**config.mk**
```make
export PLATFORM = sky130hd
export DESIGN_NAME = vumnb_front
export DESIGN_NICKNAME = d
export VERILOG_FILES = /design/src/rtl/vumnb_pkg.sv /design/src/rtl/vumnb_front.sv
export SDC_FILE = /design/constraint.sdc
export NUM_CORES = 1
export LEC_CHECK = 0
export ABC_CLOCK_PERIOD_IN_PS = 2300
export BUFFER_PORTS_ARGS = -buffer_cell sky130_fd_sc_hd__buf_2
export CAP_MARGIN = 20
export CORE_MARGIN = 2
export CORE_UTILIZATION = 52
export DETAILED_ROUTE_END_ITERATION = 8
export PLACE_DENSITY = 0.75
export SLEW_MARGIN = 20
export SYNTH_ARGS = -nofsm -noshare
export SYNTH_HDL_FRONTEND = slang
export SYNTH_SLANG_ARGS = --single-unit
```
**constraint.sdc**
```tcl
create_clock -name clk -period 2.3 [get_ports clk]
set_input_delay 0.115 -clock clk [delete_from_list [all_inputs] [get_ports clk]]
set_output_delay 0.115 -clock clk [all_outputs]
set_load 0.1 [all_outputs]
```
**src/rtl/vumnb_pkg.sv**
```systemverilog
// Package for the needle meter: shared types, constants and the force table.
// Used by every module under rtl; depends on nothing else.
`default_nettype none

package vumnb_pkg;

  localparam int MAX_CHANNELS        = 8;
  localparam int CH_W                = $clog2(MAX_CHANNELS);
  localparam int FORCE_TABLE_ENTRIES = 512;
  localparam int ROM_AW              = $clog2(FORCE_TABLE_ENTRIES);
  localparam int QUEUE_DEPTH         = 2;

  localparam logic [24:0] ONE_Q24  = 25'd16777216;
  localparam logic [31:0] POS_INIT = 32'd16777216;
  localparam logic signed [15:0] DT_Q24 = 16'sd16777;
  localparam longint LOG_SCALE_Q24 = 64'd2404974;

  // Input function codes
  typedef enum logic [1:0] {
    FN_SAMPLE = 2'd0,
    FN_BLOCK  = 2'd1,
    FN_TICK   = 2'd2,
    FN_NONE   = 2'd3
  } func_t;

  // Config register indexes
  typedef enum logic [2:0] {
    REG_NUM_CH   = 3'd0,
    REG_PEAK_TH  = 3'd1,
    REG_SIG_TH   = 3'd2,
    REG_HOLD     = 3'd3,
    REG_STIFF    = 3'd4,
    REG_DAMP     = 3'd5,
    REG_INV_MASS = 3'd6,
    REG_SPARE    = 3'd7
  } reg_idx_t;

  typedef struct packed {
    logic [3:0]  num_channels;
    logic [15:0] peak_threshold;
    logic [15:0] signal_threshold;
    logic [15:0] hold_ticks;
    logic [15:0] stiffness;
    logic [15:0] damping;
    logic [9:0]  inv_mass;
  } cfg_t;

  // Queued command, already classified
  typedef struct packed {
    func_t       op;
    logic [CH_W-1:0] chan;
    logic [15:0] mag;
  } cmd_t;

  typedef enum logic [3:0] {
    S_IDLE,
    S_BLK_RD,
    S_BLK_ROM,
    S_BLK_WR,
    S_BLK_CLR,
    S_T_LOAD,
    S_T_ACC,
    S_T_V,
    S_T_X,
    S_T_OUT
  } state_t;

  typedef logic [24:0] rom_t [FORCE_TABLE_ENTRIES];

  // Index of the highest active channel
  function automatic logic [CH_W-1:0] active_last(input logic [3:0] n);
    logic [CH_W-1:0] r;
    if (n == 4'd0) r = '0;
    else if (int'(n) > MAX_CHANNELS) r = CH_W'(MAX_CHANNELS - 1);
    else r = CH_W'(n - 4'd1);
    return r;
  endfunction

  function automatic logic signed [31:0] sat32(input logic signed [63:0] v);
    logic signed [31:0] r;
    if (v > 64'sd2147483647) r = 32'sd2147483647;
    else if (v < -64'sd2147483647) r = -32'sd2147483647;
    else r = v[31:0];
    return r;
  endfunction

  function automatic logic [24:0] clamp_unit(input logic signed [31:0] v);
    logic [24:0] r;
    if (v < 0) r = '0;
    else if (v > $signed({7'd0, ONE_Q24})) r = ONE_Q24;
    else r = v[24:0];
    return r;
  endfunction

  // Fraction of log2(1+m/32) in Q24 by repeated squaring
  function automatic longint log2_frac(input int m);
    logic [63:0] y;
    longint r;
    y = 64'(32 + m) << 25;
    r = 0;
    for (int b = 23; b >= 0; b--) begin
      y = (y * y) >> 30;
      if (y >= 64'h8000_0000) begin
        y = y >> 1;
        r = r | (64'sd1 <<< b);
      end
    end
    return r;
  endfunction

  // Scaled arctangent, CORDIC in vectoring mode
  function automatic longint atan_scaled(input longint t);
    longint arc [16];
    longint x, y, z, dx, dy;
    arc = '{8388608, 4952084, 2616546, 1328199, 666677, 333664, 166872, 83441,
            41721, 20861, 10430, 5215, 2608, 1304, 652, 326};
    x = 64'sd16777216;
    y = t;
    z = 0;
    for (int i = 0; i < 16; i++) begin
      dx = y >>> i;
      dy = x >>> i;
      if (y > 0) begin
        x = x + dx; y = y - dy; z = z + arc[i];
      end else if (y < 0) begin
        x = x - dx; y = y + dy; z = z - arc[i];
      end
    end
    return z;
  endfunction

  function automatic longint clamp_q24(input longint v);
    longint r;
    if (v < 0) r = 0;
    else if (v > 64'sd16777216) r = 64'sd16777216;
    else r = v;
    return r;
  endfunction

  function automatic logic [24:0] force_entry(input int i);
    longint e, l, f, t;
    e = longint'(i >> 5);
    if (e > 15) e = 15;
    l = (e - 15) * 64'sd16777216 + log2_frac(i & 31);
    f = clamp_q24(64'sd16777216 + ((l * LOG_SCALE_Q24) >>> 24));
    t = 2 * f - 64'sd16777216;
    return 25'(clamp_q24(64'sd8388608 + atan_scaled(t)));
  endfunction

  function automatic rom_t build_rom();
    rom_t r;
    for (int i = 0; i < FORCE_TABLE_ENTRIES; i++) r[i] = force_entry(i);
    return r;
  endfunction

  localparam rom_t FORCE_ROM = build_rom();

endpackage

`default_nettype wire

```
**src/rtl/vumnb_front.sv**
```systemverilog
// Front end: accepts input transactions, drops unused codes, forms the
// sample magnitude and holds commands in a short queue. Uses vumnb_pkg.
`default_nettype none

module vumnb_front (
  input  wire logic                clk,
  input  wire logic                rst,
  input  wire logic                in_valid,
  output logic                     in_ready,
  input  wire logic [1:0]          func,
  input  wire logic [2:0]          chan,
  input  wire logic signed [15:0]  sample,
  output logic                     q_valid,
  output vumnb_pkg::cmd_t          q_item,
  input  wire logic                q_pop
);

  localparam int PW = $clog2(vumnb_pkg::QUEUE_DEPTH);

  vumnb_pkg::cmd_t slots [vumnb_pkg::QUEUE_DEPTH];
  logic [PW-1:0]   wr_ptr, rd_ptr;
  logic [PW:0]     count, count_next;
  vumnb_pkg::cmd_t cmd_in;
  logic            take, push;

  // Classify the incoming transaction
  always_comb begin
    cmd_in.op   = vumnb_pkg::func_t'(func);
    cmd_in.chan = chan;
    cmd_in.mag  = sample[15] ? 16'(~sample + 16'sd1) : sample;
  end

  assign in_ready = (count != (PW+1)'(vumnb_pkg::QUEUE_DEPTH));
  assign take     = in_valid && in_ready;
  assign push     = take && (cmd_in.op != vumnb_pkg::FN_NONE);
  assign q_valid  = (count != '0);
  assign q_item   = slots[rd_ptr];

  always_comb begin
    count_next = count;
    if (push && !q_pop) count_next = count + 1'b1;
    else if (!push && q_pop) count_next = count - 1'b1;
  end

  // Queue pointers
  always_ff @(posedge clk) begin
    if (rst) begin
      wr_ptr <= '0;
      rd_ptr <= '0;
      count  <= '0;
    end else begin
      count <= count_next;
      if (push) wr_ptr <= PW'((int'(wr_ptr) + 1) % vumnb_pkg::QUEUE_DEPTH);
      if (q_pop) rd_ptr <= PW'((int'(rd_ptr) + 1) % vumnb_pkg::QUEUE_DEPTH);
    end
  end

  always_ff @(posedge clk) begin
    if (push) slots[wr_ptr] <= cmd_in;
  end

`ifndef ASSERT_OFF
  a_no_pop_empty: assert property (@(posedge clk) disable iff (rst)
    q_pop |-> q_valid) else $error("pop from empty queue");
  a_count_range: assert property (@(posedge clk) disable iff (rst)
    count <= (PW+1)'(vumnb_pkg::QUEUE_DEPTH)) else $error("queue overfilled");
`endif

endmodule

`default_nettype wire

```
# Yosys cells after proc, flatten, opt, wreduce, memory -nomap -nowiden
# Memory sizes are Yosys's and may differ from the RTL's. A register that Yosys moved wholly into a read port is not among the register bits.
# Index checks and enable logic that the tools add are counted.
# word_totals
regBits	4
ramBits	42
input_bits	25
out_inout_bits	23
word_cells	27
memories	1
# classes
n_addsub	5
n_eq_ne	2
mux	7
n_bitwise	1
n_reduce_logical	8
# mem_list
memory	depth	width	read_ports	rd_ports_with_merged_regs	wr	line	text
slots	2	21	1	1	1	vumnb_front.sv:20	vumnb_pkg::cmd_t slots [vumnb_pkg::QUEUE_DEPTH];
# ops
operator	count
adder 16 x 2 -> 16 bit, second input constant	1
2-to-1 mux 16 bit	1
inverter 16 bit	1
logical AND 1 bit	4
2-to-1 mux 1 bit	4
2-to-1 mux 2 bit	2
!= test 2 bit, second input constant	2
nonzero test 2 bit	2
adder 1 bit, second input constant	2
adder 2 x 1 -> 2 bit, second input constant	1
zero test 1 bit	2
subtractor 2 x 1 -> 2 bit, second input constant	1

# Longest topological paths before layout
# Gate-level depths: netlist (run 1).
# logic_depth
depth_word	7
mapped_depth	6
depth_no_buf	6

# Worst setup path before layout (run 1)
# Ideal clock, no wire load.
# synth_timing
path_type	register to register
from	register count[0]
to	memory slots[0][0] in the netlist's numbering (enable)
setup_time_ns	0.401
arrival_ns	2.519
required_time_ns	1.899
path_slack_ns	-0.620
path_stages_with_launch	4
n_path_buf	0
period_less_slack_ns	2.920
path_cell_list	dfxtp_1 -> nand2b_1 -> and3_1 -> nor2b_1
# synth_via
elab_chain_cells	5
# synth_lines
item	line	text
from (decl)	vumnb_front.sv:22	logic [PW:0] count, count_next;
from (signal assigned)	vumnb_front.sv:52	count <= count_next;
!= test 2 bit	vumnb_front.sv:33	assign in_ready = (count != (PW+1)'(vumnb_pkg::QUEUE_DEPTH));
named net in_ready	vumnb_front.sv:9	output logic in_ready,
logical AND 1 bit	vumnb_front.sv:34	assign take = in_valid && in_ready;
logical AND 1 bit	vumnb_front.sv:35	assign push = take && (cmd_in.op != vumnb_pkg::FN_NONE);
2-to-1 mux 1 bit	vumnb_front.sv:59	if (push) slots[wr_ptr] <= cmd_in;
2-to-1 mux 1 bit (implied by the code)	vumnb_front.sv:59	
to (decl)	vumnb_front.sv:20	
# The timed path passes the listed nets, and every way through them passes these cells.

==> flow_summary.ini, run 1 <==
[run_status]
status = finished clean

[sta]
rsz0062_at_grt = false
relSlewSlack = 0.6753
fin_crit_ps = 1688
final-max-slew-violation-count = 0
setup_viol = 0
period_share = 0.7339
fin_skew_ps = 3.491
tightest_slew_ps = 490.4
fmax_mhz = 592.4
hold_viol = 0
finalSetupTns_ps = 0
finalWorstSetupSlack_ps = 611.9

[logic_synthesis]
syn_avg_cell_area_um2 = 15.29
syn_area_um2 = 2018
async_flop_share = 0
yosys.cell_types.count = 25
syn_inst = 132
ys_seq_area_frac = 0.6745
synth_edf_count = 42
synth_ff_type = edfxtp_1
synth_nets = 159
synth_seq_cells = 47
yosysWarnings = 0

[power]
p_comb_frac = 0.338
p_sw_frac = 0.3890
p_clk_frac = 0.203
internal-power_mw = 1.404
p_leak_nw = 0.9037
p_per_area_nw_per_um2 = 947.9
pwr-share-seq = 0.459
power_mw = 2.299
irDropWorstVdd_mv = 0.6314
p_sw_mw = 0.8942

[setup_path]
crit_fanout = 21
cp-start-kind = register
cp_slowest_stage_delay_ps = 380
cp.arrival_ps = 1570
end_kind = primary output
timing.critical_path.buf_inv = 2
criticalPathCategory = reg -> out
crit_family = buffers and inverters
worst_path_max_delay_cell = mux2_2
cp.required_ps = 2180
crit_chain = buf_4 -> mux2_2 -> buf_2

[detailed_routing]
drc = 0
wl_per_cell_um = 14.62
drt-total-wl_um = 3451
drtPass1Iterations = 4
vias = 1241
vias_per_cell = 5.258
ant_nets = 0
drt_iter0_drc = 53

[global_routing]
grt_overflow = 0
use_met2 = 0.3038
met3_usage = 0.05451
grt_pass1_vias = 1282
met1_usage = 0.1954
antenna_found_initial = 0
grt_start_max_net_pins = 22
grt_pass1_wl_um = 5526
grt_use_total = 0.1753
grt-busiest-layer = met2

[floorplanning]
design.core.area_um2 = 3689
die_h_um = 66.30
die_w_um = 66.30
io_pins = 48
start_util = 0.5472
row_count = 22
die_area_um2 = 4396

[placed_design]
detailed_place_hpwl_um = 2436
place.port_buffers = 47
gp_congestion = 0.7685
preCtsSetupSlack_ps = 441.1

[clock_network]
clkSinkCount = 47
numCtsBuffers = 5
postCtsSetupBuffers = 0
post_cts_resized = 0
clk_path_buf_depth = 2
clk_latency_ps = 290
clock_tree.root_cell = clkbuf_8
clk_pin_slew_worst_paths_ps = 80
tritoncts = done
htree_levels = 2

[cells_and_area]
layout-drive-gt1-share = 0.4468
area_growth_pct = 20.15
fin_nets = 214
diodes = 0
multi_input_area_um2 = 639.4
regArea_um2 = 1361
fillCellCount = 285

[flow_run]
drv_cap = 0

[worst_hold_path]
hold_path.class = in -> reg
-- worst paths after layout --
kind | slack, ps | cells past startpoint | from | to
max reg2reg | 630 | 5 | count[0] | count[1]
min | 10 | 1 | chan[1] | slots[1][17]
min reg2reg | 520 | 2 | count[1] | count[1]
max | 610 | 3 | register | q_item[15]
-- worst register-to-register path, delay by kind of cell (launching register included) --
family / cells / cell delay (ps)
AO/OA/AOI/OAI: 1 / 140
AND/OR/NAND/NOR: 3 / 770
adder cells (fa/ha/maj): 1 / 340
flip-flops: 1 / 360
-- flip-flops by register name, indices dropped and copies added, names as in the netlist, named ones only --
signal and cells:
rd_ptr 1, wr_ptr 1, count 2, slots 42
-- logic make-up (layout without fill, tap and decap cells) --
group	Yosys count	count (layout)	synth area share
flops	47	47	0.6745
simple gates	26	26	0.06696
xor+xnor	17	17	0.07378
mux	21	21	0.1172
fa+ha+maj	2	2	0.01240
compound gates	13	13	0.04401
buf+inv	6	62	0.01116
-- routing by layer --
layer  routed length [um]  part of all wire  vias to the layer above
met1                 1438              0.42                      594
met2                 1741              0.50                       39
met5                    0                 0                        -
met3                  194             0.056                        8
met4                   77             0.022                        0
li1                     -                 -                      600
-- layout by cell type (no fill, tap or decap), types with 2 or more instances in the layout --
cell type,instances
buf_2,47
buf_4,3
clkbuf_8,5
dfxtp_1,5
edfxtp_1,42
ha_1,2
inv_1,3
mux2_2,21
nand2_1,8
nor2_1,6
o21ai_0,6
o31ai_1,2
o41ai_1,3
or4_4,2
xnor2_1,15
xor2_1,2
-- layout make-up --
| class | instances | share of cell area |
|---|---|---|
| inverters | 3 | 0.004644 |
| multi-input cells | 79 | 0.2637 |
| repair buffers | 51 | 0.1104 |
| flip-flops and latches | 47 | 0.5614 |
| clock buffers | 6 | 0.02993 |
| well taps | 48 | 0.02477 |
| clock inverters | 2 | 0.005160 |
-- through the flow --
stage               std cells  instance area [um2]  utilization  hold WS (ps)
floorplan                 132                 2023            -         184.1
global placement          227                 2330       0.6316         308.2
detailed placement        227                 2330       0.6316         315.8
CTS                       235                 2415       0.6547         4.072
global route              236                 2425       0.6574         1.927
finish                    236                 2425       0.6574         12.83
-- what timing repair did --
action | CTS | global route
hold buffers | 0 | 1
endpoints found under the setup margin | 0 | 0
hold endpoints to repair | 0 | 2
-- power groups by stage --
stage,sequential [mW],combinational [mW],clock (mW)
2_1_floorplan,1.07,0.648,0
3_3_place_gp,1.07,0.763,0
3_5_place_dp,1.07,0.777,0
4_1_cts,1.06,0.780,0.482
5_1_grt,1.06,0.811,0.515
6_report,1.06,0.777,0.466
-- cell usage after synthesis, types with 2 or more instances --
cell | count | area share
edfxtp_1 | 42 | 0.62
mux2_2 | 21 | 0.12
xnor2_1 | 15 | 0.065
nand2_1 | 8 | 0.015
nor2_1 | 6 | 0.011
o21ai_0 | 6 | 0.015
dfxtp_1 | 5 | 0.050
clkbuf_1 | 3 | 0.0056
inv_1 | 3 | 0.0056
o41ai_1 | 3 | 0.013
ha_1 | 2 | 0.012
nand2b_1 | 2 | 0.0062
o31ai_1 | 2 | 0.0074
or4_4 | 2 | 0.011
xor2_1 | 2 | 0.0087
Power figures use the tool's default switching activity.
==> inputs of run 2 (changes only) <==
Settings changed: ABC_CLOCK_PERIOD_IN_PS 2300 to 1540, CORE_UTILIZATION 52 to 47, PLACE_DENSITY 0.75 to 0.71.
Clock period 2.3 ns to 1.54 ns, I/O delays scaled along.
==> flow_summary.ini, run 2 (synthesis gave the netlist of run 1 again) <==
[clock_network]
tritoncts = done
clk_path_buf_depth = 2
clk_latency_ps = 290
htree_levels = 2
clkSinkCount = 47
numCtsBuffers = 5
clock_tree.root_cell = clkbuf_8
postCtsSetupBuffers = 0
clk_pin_slew_worst_paths_ps = 80

[worst_hold_path]
hold_path.class = in -> reg
holdPathStages = 2
hold_start = rst
min_to = count[1]

[placed_design]
place.port_buffers = 47
detailed_place_hpwl_um = 2810
gp_congestion = 0.7773
preCtsSetupSlack_ps = -249.7

[floorplanning]
design.core.area_um2 = 4058
die_area_um2 = 4834
start_util = 0.4974
die_h_um = 69.53
row_count = 23
io_pins = 48
die_w_um = 69.53

[power]
irDropWorstVdd_mv = 0.6538
p_comb_frac = 0.399
p_leak_nw = 1.121
p_sw_frac = 0.3644
power_mw = 3.871
p_clk_frac = 0.191
p_per_area_nw_per_um2 = 1300
p_sw_mw = 1.410
internal-power_mw = 2.460
pwr-share-seq = 0.410

[cells_and_area]
fin_nets = 231
final_common_cell = edfxtp_1
diodes = 0
largest_reg_flops = 42
area_growth_pct = 47.49
layout_common_cells = edfxtp_1 (42), buf_2 (26), buf_12 (24)
largest-register = slots
final_util = 0.7336
layout-drive-gt1-share = 0.5024
largest_registers = slots (42), count (2)

[detailed_routing]
drt_iter0_drc = 64
drtPass1Iterations = 4
wl_per_cell_um = 15.33
drt-total-wl_um = 3908
vias = 1306
vias_per_cell = 5.122
drc = 0
ant_nets = 0

[sta]
fin_skew_ps = 3.703
fmax_mhz = 663.8
tightest_slew_ps = 493.2
period_share = 0.9783
finalSetupTns_ps = 0
hold_viol = 0
setup_viol = 0
fin_crit_ps = 1507
timing.hold.ws_ps = 3.992
final-max-slew-violation-count = 0
rsz0062_at_grt = false
finalWorstSetupSlack_ps = 33.48
relSlewSlack = 0.6735

[setup_path]
cp.required_ps = 1760
reg2reg_from = count[0]
crit_chain = nand2b_4 -> and3_4 -> ha_4 -> xor2_1 -> or3_1 -> a21oi_2
cp.arrival_ps = 1730
reg2regPathDepth = 6
worst_path_max_delay_cell = dfxtp_4
end_kind = register
crit_path_start = count[0]
cp_slowest_stage_delay_ps = 360
r2r-end = count[1]
crit_fanout = 4
criticalPathCategory = reg -> reg
cp-start-kind = register
rrSetupSlack_ps = 30

[global_routing]
grt_overflow = 0
grt_pass1_wl_um = 6492
grt_start_max_net_pins = 22
grt_pass1_vias = 1410
antenna_found_initial = 0
grt_use_total = 0.1748

[flow_run]
drv_cap = 0

[run_status]
status = finished clean
run 2: area by class of cell:
| cell class | instances | area (um2) |
|---|---|---|
| timing repair buffer | 68 | 760.7 |
| clock inverter | 1 | 5.005 |
| fill | 252 | 1081 |
| multi-input combinational | 79 | 684.4 |
| sequential | 47 | 1366 |
| inverter | 3 | 11.26 |
| tap | 50 | 62.56 |
| clock buffer | 7 | 86.33 |
run 2: power groups by stage:
stage	clock network [mW]	registers, mW	logic (mW)
after floorplan	0	1.60	0.982
after global routing	0.811	1.60	1.60
after detailed placement	0	1.61	1.52
after CTS	0.753	1.59	1.55
final	0.739	1.59	1.54
after global placement	0	1.60	1.50
run 2: timing repair:
action / 4_1_cts / 5_1_grt
hold endpoints to repair: 12 / 0
resized for setup: 3 / 1
pin swaps: 0 / 1
hold buffers: 6 / 0
setup endpoints to repair: 1 / 1
run 2: per-layer routing:
layer	track usage	part of all wire	vias up
met4	0.07190	0.019	0
met5	0	0	-
met1	0.2029	0.42	628
met3	0.03779	0.040	7
li1	-	-	636
met2	0.3120	0.53	35
run 2: how the worst max path moves through the flow:
stage / to / slack, ps / depth (start not counted)
finish: count[1] / 30 / 6
global route: count[1] / 0.6 / 6
CTS: count[1] / 20 / 5
detailed placement: slots[0][14] / -250 / 5
global placement: slots[0][14] / -230 / 5
floorplan: count[1] / -150 / 5
run 2: worst max-delay path, delay by kind of cell, from the launching register on:
kind            cells  cell delay [ps]
simple gates        3              640
flops               1              360
fa+ha+maj           1              160
xor+xnor            1              140
compound gates      1              140
run 2: per-stage QoR:
| stage | cell area (um2) | std cells |
|---|---|---|
| final | 2977 | 255 |
| after global routing | 2977 | 255 |
| after CTS | 2974 | 255 |
| after detailed placement | 2805 | 241 |
| after global placement | 2805 | 241 |
| after floorplan | 2053 | 132 |
